--- config.mk ---
export PLATFORM = sky130hd
export DESIGN_NAME = wpfc_div
export DESIGN_NICKNAME = d
export VERILOG_FILES = /design/src/hdl/wpfc_pkg.sv /design/src/hdl/wpfc_div.sv
export SDC_FILE = /design/constraint.sdc
export NUM_CORES = 1
export LEC_CHECK = 0
export BUFFER_PORTS_ARGS = -buffer_cell sky130_fd_sc_hd__buf_2
export CAP_MARGIN = 25
export CELL_PAD_IN_SITES_DETAIL_PLACEMENT = 0
export CELL_PAD_IN_SITES_GLOBAL_PLACEMENT = 1
export CORE_AREA = 10 10 119 121
export CTS_CLUSTER_SIZE = 14
export DETAILED_ROUTE_END_ITERATION = 7
export DIE_AREA = 0 0 129 131
export GPL_TIMING_DRIVEN = 0
export PLACE_DENSITY_LB_ADDON = 0.12
export SYNTH_ARGS = -nofsm -noshare
export SYNTH_HDL_FRONTEND = slang
export SYNTH_SLANG_ARGS = --single-unit
--- constraint.sdc ---
create_clock -name clk -period 3.4 [get_ports clk]
set_clock_uncertainty 0.15 [all_clocks]
set_input_delay 0.68 -clock clk [delete_from_list [all_inputs] [get_ports clk]]
set_output_delay 0.68 -clock clk [all_outputs]
set_load 0.05 [all_outputs]
--- src/hdl/wpfc_pkg.sv ---
// Shared types and constants of the waypoint PID flow controller.
package wpfc_pkg;

  localparam int unsigned DATA_W    = 32;
  localparam int unsigned GAIN_W    = 24;
  localparam int unsigned RATE_W    = 17;
  localparam int unsigned FLOW_W    = 22;
  localparam int unsigned WIDX_W    = 8;
  localparam int unsigned INTEG_W   = 48;
  localparam int unsigned PROD_W    = GAIN_W + DATA_W;
  localparam int unsigned TERM_W    = 58;
  localparam int unsigned ACC_W     = 60;
  localparam int unsigned CFG_IDX_W = 8;

  localparam logic [1:0] REQ_CLEAR  = 2'd0;
  localparam logic [1:0] REQ_APPEND = 2'd1;
  localparam logic [1:0] REQ_TICK   = 2'd2;

  localparam logic [CFG_IDX_W-1:0] CFG_GAIN_P = 8'd0;
  localparam logic [CFG_IDX_W-1:0] CFG_GAIN_I = 8'd1;
  localparam logic [CFG_IDX_W-1:0] CFG_GAIN_D = 8'd2;
  localparam logic [CFG_IDX_W-1:0] CFG_RATE   = 8'd3;

  localparam logic [GAIN_W-1:0] GAIN_P_RST = 24'd78643;
  localparam logic [GAIN_W-1:0] GAIN_I_RST = 24'd3277;
  localparam logic [GAIN_W-1:0] GAIN_D_RST = 24'd6554;
  localparam logic [RATE_W-1:0] RATE_RST   = 17'd1000;

  localparam logic signed [DATA_W-1:0] INT32_MAX   = 32'sh7FFF_FFFF;
  localparam logic signed [DATA_W-1:0] INT32_MIN   = 32'sh8000_0000;
  localparam logic signed [INTEG_W-1:0] INT48_MAX  = 48'sh7FFF_FFFF_FFFF;
  localparam logic signed [INTEG_W-1:0] INT48_MIN  = 48'sh8000_0000_0000;
  localparam logic signed [DATA_W-1:0] ADV_LIMIT   = 32'sd3276;
  localparam logic signed [35:0]       FLOW_CLAMP  = 36'sd983040;
  localparam logic signed [35:0]       FLOW_BASE   = 36'sd1966080;

  typedef struct packed {
    logic [DATA_W-1:0] target;
    logic [DATA_W-1:0] pressure;
    logic [DATA_W-1:0] speed;
  } traj_point_t;

  typedef struct packed {
    logic              start;
    logic [DATA_W-1:0] dividend;
    logic [RATE_W-1:0] divisor;
  } div_req_t;

  typedef struct packed {
    logic              done;
    logic [DATA_W-1:0] quotient;
  } div_rsp_t;

endpackage

--- src/hdl/wpfc_div.sv ---
// Bit-serial restoring divider for the error over the loop rate.
module wpfc_div (
  input  logic               clk,
  input  logic               rst_n,
  input  wpfc_pkg::div_req_t req,
  output wpfc_pkg::div_rsp_t rsp
);

  localparam int unsigned DW    = wpfc_pkg::DATA_W;
  localparam int unsigned RW    = wpfc_pkg::RATE_W;
  localparam int unsigned CNT_W = $clog2(DW);

  typedef enum logic {DV_IDLE, DV_RUN} dv_state_t;

  dv_state_t        state_r;
  logic [CNT_W-1:0] cnt_r;
  logic [RW-1:0]    rem_r;
  logic [RW-1:0]    dvs_r;
  logic [DW-1:0]    quo_r;
  logic             done_r;
  logic [RW:0]      trial;
  logic [RW:0]      diff;
  logic             fits;

  always_comb begin
    trial = {rem_r, quo_r[DW-1]};
    diff  = trial - {1'b0, dvs_r};
    fits  = (trial >= {1'b0, dvs_r});
  end

  always_ff @(posedge clk) begin
    if (!rst_n) begin
      state_r <= DV_IDLE;
      done_r  <= 1'b0;
      cnt_r   <= '0;
    end else begin
      unique case (state_r)
        DV_IDLE: begin
          if (req.start) begin
            rem_r   <= '0;
            quo_r   <= req.dividend;
            dvs_r   <= req.divisor;
            cnt_r   <= '0;
            done_r  <= 1'b0;
            state_r <= DV_RUN;
          end
        end
        DV_RUN: begin
          rem_r <= fits ? diff[RW-1:0] : trial[RW-1:0];
          quo_r <= {quo_r[DW-2:0], fits};
          cnt_r <= cnt_r + 1'b1;
          if (cnt_r == CNT_W'(DW - 1)) begin
            done_r  <= 1'b1;
            state_r <= DV_IDLE;
          end
        end
      endcase
    end
  end

  assign rsp.done     = done_r;
  assign rsp.quotient = quo_r;

endmodule

==> run metrics, run 1 <==
status=complete, no violations; Core Util, Final=42.6%; Worst Path Max Fanout=10; worst hold path startpoint=req[13]; crit path kind=reg -> reg; Crit Reg-Reg Startpoint=quo_r[31]; count leader, synth=edfxtp_1; CTS tree=built; synth cell count leaders=66 x edfxtp_1, 33 x mux2_2, 24 x inv_1; post-placement cell count=563; CP Buf/Inv Count=3; row count=40; leakage power=2.09 nW; met2 wire len=4460 um; cts repair resizes=0; Worst EP required=3.31 ns; clock-pin slew on the worst setup and hold paths=0.06 ns; share of cells above drive strength 1=37.3%; Crit path largest cell delay=0.44 ns; HP Class=in -> reg; RSZ-0062 raised after global routing=no; Routability Congestion=0.737; nature of the critical path endpoint=flop; final setup fails=0; Slowest-stage cell, CP=a221o_2; GRT Overall Usage=11.6%; worst slew pin tran=0.848 ns; IO Count=85; core area=0.0118 sq mm; DRT antenna net count=0; Synth Cell Area=0.00407 sq mm; sequential fraction of the synthesis area=52.2%; Die W=129 um; DIE AREA=0.0169 sq mm; DR iter-0 viols=112; Worst Setup Start Kind=flop; Worst Hold Endpoint=dvs_r[13]; top layer in use=met4; Crit. Startpoint=quo_r[31]; largest net degree at the start of global routing=30; r2r endpoint=rem_r[10]; Peak VDD IR=0.274 mV; met3 WL post-DR=639 um; Routed met1 length=4290 um; number of synthesized register bits=73; Synth Flop Type=edfxtp_1; DRT Wirelength=9510 um; first-pass GRT wire length=15,300 um; Avg Vias per Cell=4.96; Clock H-tree levels=3; CTS max path bufs=2; multi-input logic area=0.00176 sq mm; # hold bufs at CTS=0; Synthesized Nets=403; Yosys top cell area share=48.8%; final cell count without fillers=579; Ant. Diodes=0; WHS Path Cells=1; Post-synth EDFFs=66; fin crit share=89.2%; Design Area, Final=0.00503 sq mm; total number of vias=2,872; R2R depth=11; post-synthesis instance total=331; arrival time worst endpoint=2.94 ns; Starting Density=34.4%; placed cell area=0.00470 sq mm; R2R setup slack=0.37 ns; grt ovf=0; Slew Viols, Final=0; Area Growth Syn to Fin=23.8%; CTS buffer count=9; Fill cells=1,131; FFs w/ async S/R, synth=0%; Nets=499; Avg Cell Area, Syn=12.3 sq um; count of unique library cells instantiated by Yosys=64; port bufs=84; number of max-cap violations=0; Worst path most repeated cell=inv_1; Fin. Hold Viols=0; root buffer selected by CTS=clkbuf_16; initial antenna violation count=0; number of remaining DRC errors=0; Power Dens Cells=530 mW/mm^2; worst-skew pair later-pin latency=0.33 ns; Warnings, synthesis=0; die height=131 um; post-CTS setup buffer count=0; Synth area leaders=edfxtp_1 49%, mux2_2 9.1%, ha_1 5.8%, dfxtp_1 3.4%, mux2i_1 2.5%; routed wire length per instance=16.4 um; f_max=330 MHz; Worst path top cell family by delay=compound AO/OA/AOI/OAI gates; register area=0.00212 sq mm; vias in the first global route=3,090; DP HPWL=7160 um; relative slew slack=43.5%; Final min period=3.03 ns; Synth area leader=edfxtp_1; crit path cell chain=inv_1 -> ha_1 -> inv_1 -> fa_1 -> a21o_2 -> a221o_2 -> a21oi_4 -> o21ai_2 -> buf_6 -> mux2i_1 -> nor2_1; # clock sinks=73; DRT Pass-1 Iters=4
-- cell usage in the layout, fill, tap and decap left out, drive strengths merged, types with 3 or more instances in the layout --
master,Yosys,final
a21oi,20,20
o21a,3,3
mux2i,10,10
nand3,5,5
a211oi,4,4
nand4,3,3
inv,25,25
clkbuf,5,16
o21bai,3,3
ha,19,19
o2111ai,3,3
a211o,3,3
nor3,4,4
xnor2,5,5
edfxtp,66,66
and2,3,3
dfxtp,7,7
nor2,19,19
nand2b,3,3
buf,8,93
nor3b,4,4
nand2,16,16
bufinv,0,3
mux2,33,33
a21o,4,4
a21boi,4,4
nor2b,8,8
o21ai,14,14
and3,4,4
-- worst max path at each step --
stage                      endpoint  slack (ns)  cells after the start
after floorplan           rem_r[10]        0.41                     11
final                     rem_r[10]        0.37                     11
after detailed placement  rem_r[10]        0.39                     11
after CTS                 rem_r[10]        0.37                     11
after global routing      rem_r[10]        0.24                     11
after global placement    quo_r[22]       -0.15                      3
-- flip-flops by register name, indices dropped and copies added (netlist names) --
signal,flops
rem_r,17
quo_r,32
dvs_r,17
done_r,1
state_r,1
cnt_r,5
-- cell families after synthesis --
| logic type | synth area share [%] |
|---|---|
| mux | 11.6 |
| simple gates | 10.5 |
| compound gates | 13.2 |
| xor+xnor | 1.51 |
| buf+inv | 4.59 |
| fa+ha+maj | 6.34 |
| flops | 52.2 |
-- metrics by stage --
stage	setup WS [ns]	hold WS (ns)	TNS, ns	total power, mW
2_1_floorplan	0.407	0.339	0	1.48
3_3_place_gp	-0.152	0.366	-7.33	1.61
3_5_place_dp	0.390	0.375	0	1.61
4_1_cts	0.370	0.358	0	2.70
5_1_grt	0.236	0.358	0	2.79
6_report	0.368	0.370	0	2.67
-- metal layers --
layer / vias up / GRT usage (%)
met2: 60 / 18.4
met5: - / 0
li1: 1431 / -
met3: 6 / 4.47
met1: 1375 / 14.0
met4: 0 / 4.41
-- power breakdown --
part / internal (mW) / leakage [nW] / total, mW / switching (mW)
sequential: 1.05 / 0.686 / 1.08 / 0.0256
combinational: 0.200 / 1.24 / 0.517 / 0.317
clock: 0.717 / 0.164 / 1.07 / 0.356
-- worst reg2reg max path, delay by kind of cell (launching register included) --
kind	cells	cell delay (ns)
flops	1	0.42
fa+ha+maj	2	0.58
simple gates	1	0.07
compound gates	4	1.04
mux	1	0.18
buf+inv	3	0.33
-- final cells by class --
type / count / area share [%]
sequential: 73 / 42.2
clock buffer: 11 / 4.62
tap: 147 / 3.65
timing repair buffer: 85 / 8.75
buffer: 13 / 1.84
clock inverter: 5 / 2.06
inverter: 25 / 1.86
multi-input combinational: 220 / 35.0
(Power assumes the default switching activity.)
==> inputs of run 2 (changes only) <==
CORE_AREA = 10 10 99 145   (was 10 10 119 121)
DIE_AREA = 0 0 109 155   (was 0 0 129 131)
==> run metrics, run 2 (synthesis gave the netlist of run 1 again) <==
R2R setup slack=0.39 ns; Die W=109 um; post-CTS setup buffer count=0; post-placement cell count=569; Final min period=3.01 ns; GRT Overall Usage=12.3%; Largest regs=quo_r (32), dvs_r (17), rem_r (17); largest net degree at the start of global routing=28; nature of the critical path endpoint=flop; relative slew slack=38.2%; CP Buf/Inv Count=3; root buffer selected by CTS=clkbuf_16; final cell count without fillers=585; Worst path top cell family by delay=compound AO/OA/AOI/OAI gates; share of cells above drive strength 1=36.4%; max reg flops=32; Routability Congestion=0.800; port bufs=84; IO Count=85; CTS tree=built; total number of vias=2,920; CTS max path bufs=2; Crit. Startpoint=quo_r[31]; number of remaining DRC errors=0; Core Util, Final=41.9%; Top reg by flops=quo_r; commonest non-fill, non-tap cells in the layout=87 x buf_2, 66 x edfxtp_1, 33 x mux2_2; final setup fails=0; crit path cell chain=inv_1 -> ha_1 -> inv_1 -> fa_1 -> a21o_2 -> a221o_2 -> a21oi_4 -> o21ai_2 -> buf_6 -> mux2i_1 -> nor2_1; Avg Vias per Cell=4.99; CTS buffer count=9; vias in the first global route=3,254; clock-pin slew on the worst setup and hold paths=0.06 ns; worst slew pin tran=0.928 ns; Pwr Total=2.43 mW; initial antenna violation count=1; HP Class=in -> reg; Fill cells=1,172; crit path kind=reg -> reg; grt ovf=0; most common cell after layout, fill and taps aside=buf_2; # hold bufs at CTS=0; number of max-cap violations=0; Nets=499; die height=155 um; core area=0.0118 sq mm; arrival time worst endpoint=2.91 ns; Worst EP required=3.30 ns; Starting Density=34.4%; Power Dens Cells=489 mW/mm^2; Crit path largest cell delay=0.44 ns; DR iter-0 viols=83; Slew Viols, Final=0; Fin. Hold Viols=0; Peak VDD IR=0.293 mV; leakage power=2.05 nW; row count=49; final setup TNS=0 ns; Slowest-stage cell, CP=a221o_2; DRT Pass-1 Iters=4; # clock sinks=73; fin crit share=88.4%; first-pass GRT wire length=16,400 um; status=complete, no violations; Worst path most repeated cell=inv_1; Worst Setup Start Kind=flop; routed wire length per instance=17.0 um; Worst Path Max Fanout=10; f_max=333 MHz; Crit Reg-Reg Startpoint=quo_r[31]; worst-skew pair later-pin latency=0.33 ns; worst hold path startpoint=req[10]; DIE AREA=0.0169 sq mm; Area Growth Syn to Fin=21.9%; RSZ-0062 raised after global routing=no; DRT antenna net count=0; Clock H-tree levels=3; DP HPWL=7660 um; DRT Wirelength=9970 um; cts repair resizes=0
-- run 2: cell types whose count changed in the layout (fill, tap and decap cells not counted), sizes merged --
cell,delta
bufinv,-3
clkbuf,+3
clkinv,-1
diode,+1
-- run 2: power by group --
group	internal, mW	switching (mW)
Clock	0.490	0.343
Sequential	1.05	0.0265
Combinational	0.200	0.316
Total	1.74	0.685
-- run 2: through the flow --
stage / cell area (sq um) / hold slack [ns] / setup WS (ns)
2_1_floorplan: 4070 / 0.339 / 0.407
3_3_place_gp: 4680 / 0.359 / -0.144
3_5_place_dp: 4700 / 0.369 / 0.358
4_1_cts: 4950 / 0.358 / 0.353
5_1_grt: 4950 / 0.361 / 0.175
6_report: 4960 / 0.369 / 0.393
-- run 2: worst paths after layout --
check	end	depth (start not counted)
worst max-delay path	rem_r[12]	11
worst min-delay path	dvs_r[10]	1
worst max register to register	rem_r[12]	11
worst min register to register	done_r	2
-- run 2: area by class of cell --
cell class | instances | area [sq um] | share of cell area, %
timing repair buffer | 85 | 440 | 8.89
antenna | 1 | 2.50 | 0.0505
buffer | 13 | 92.6 | 1.87
sequential | 73 | 2120 | 42.8
tap | 153 | 191 | 3.86
clock buffer | 14 | 244 | 4.92
clock inverter | 1 | 5.00 | 0.101
multi-input combinational | 220 | 1760 | 35.6
inverter | 25 | 93.8 | 1.89
-- run 2: routing by layer --
metal	share of wire, %	wire [um]	up-vias	GRT usage (%)
met2	51	5130	87	21.2
met5	0.13	13	-	0
met3	8.4	835	13	5.25
met4	1.6	161	2	4.98
met1	38	3840	1386	12.6
li1	-	-	1432	-
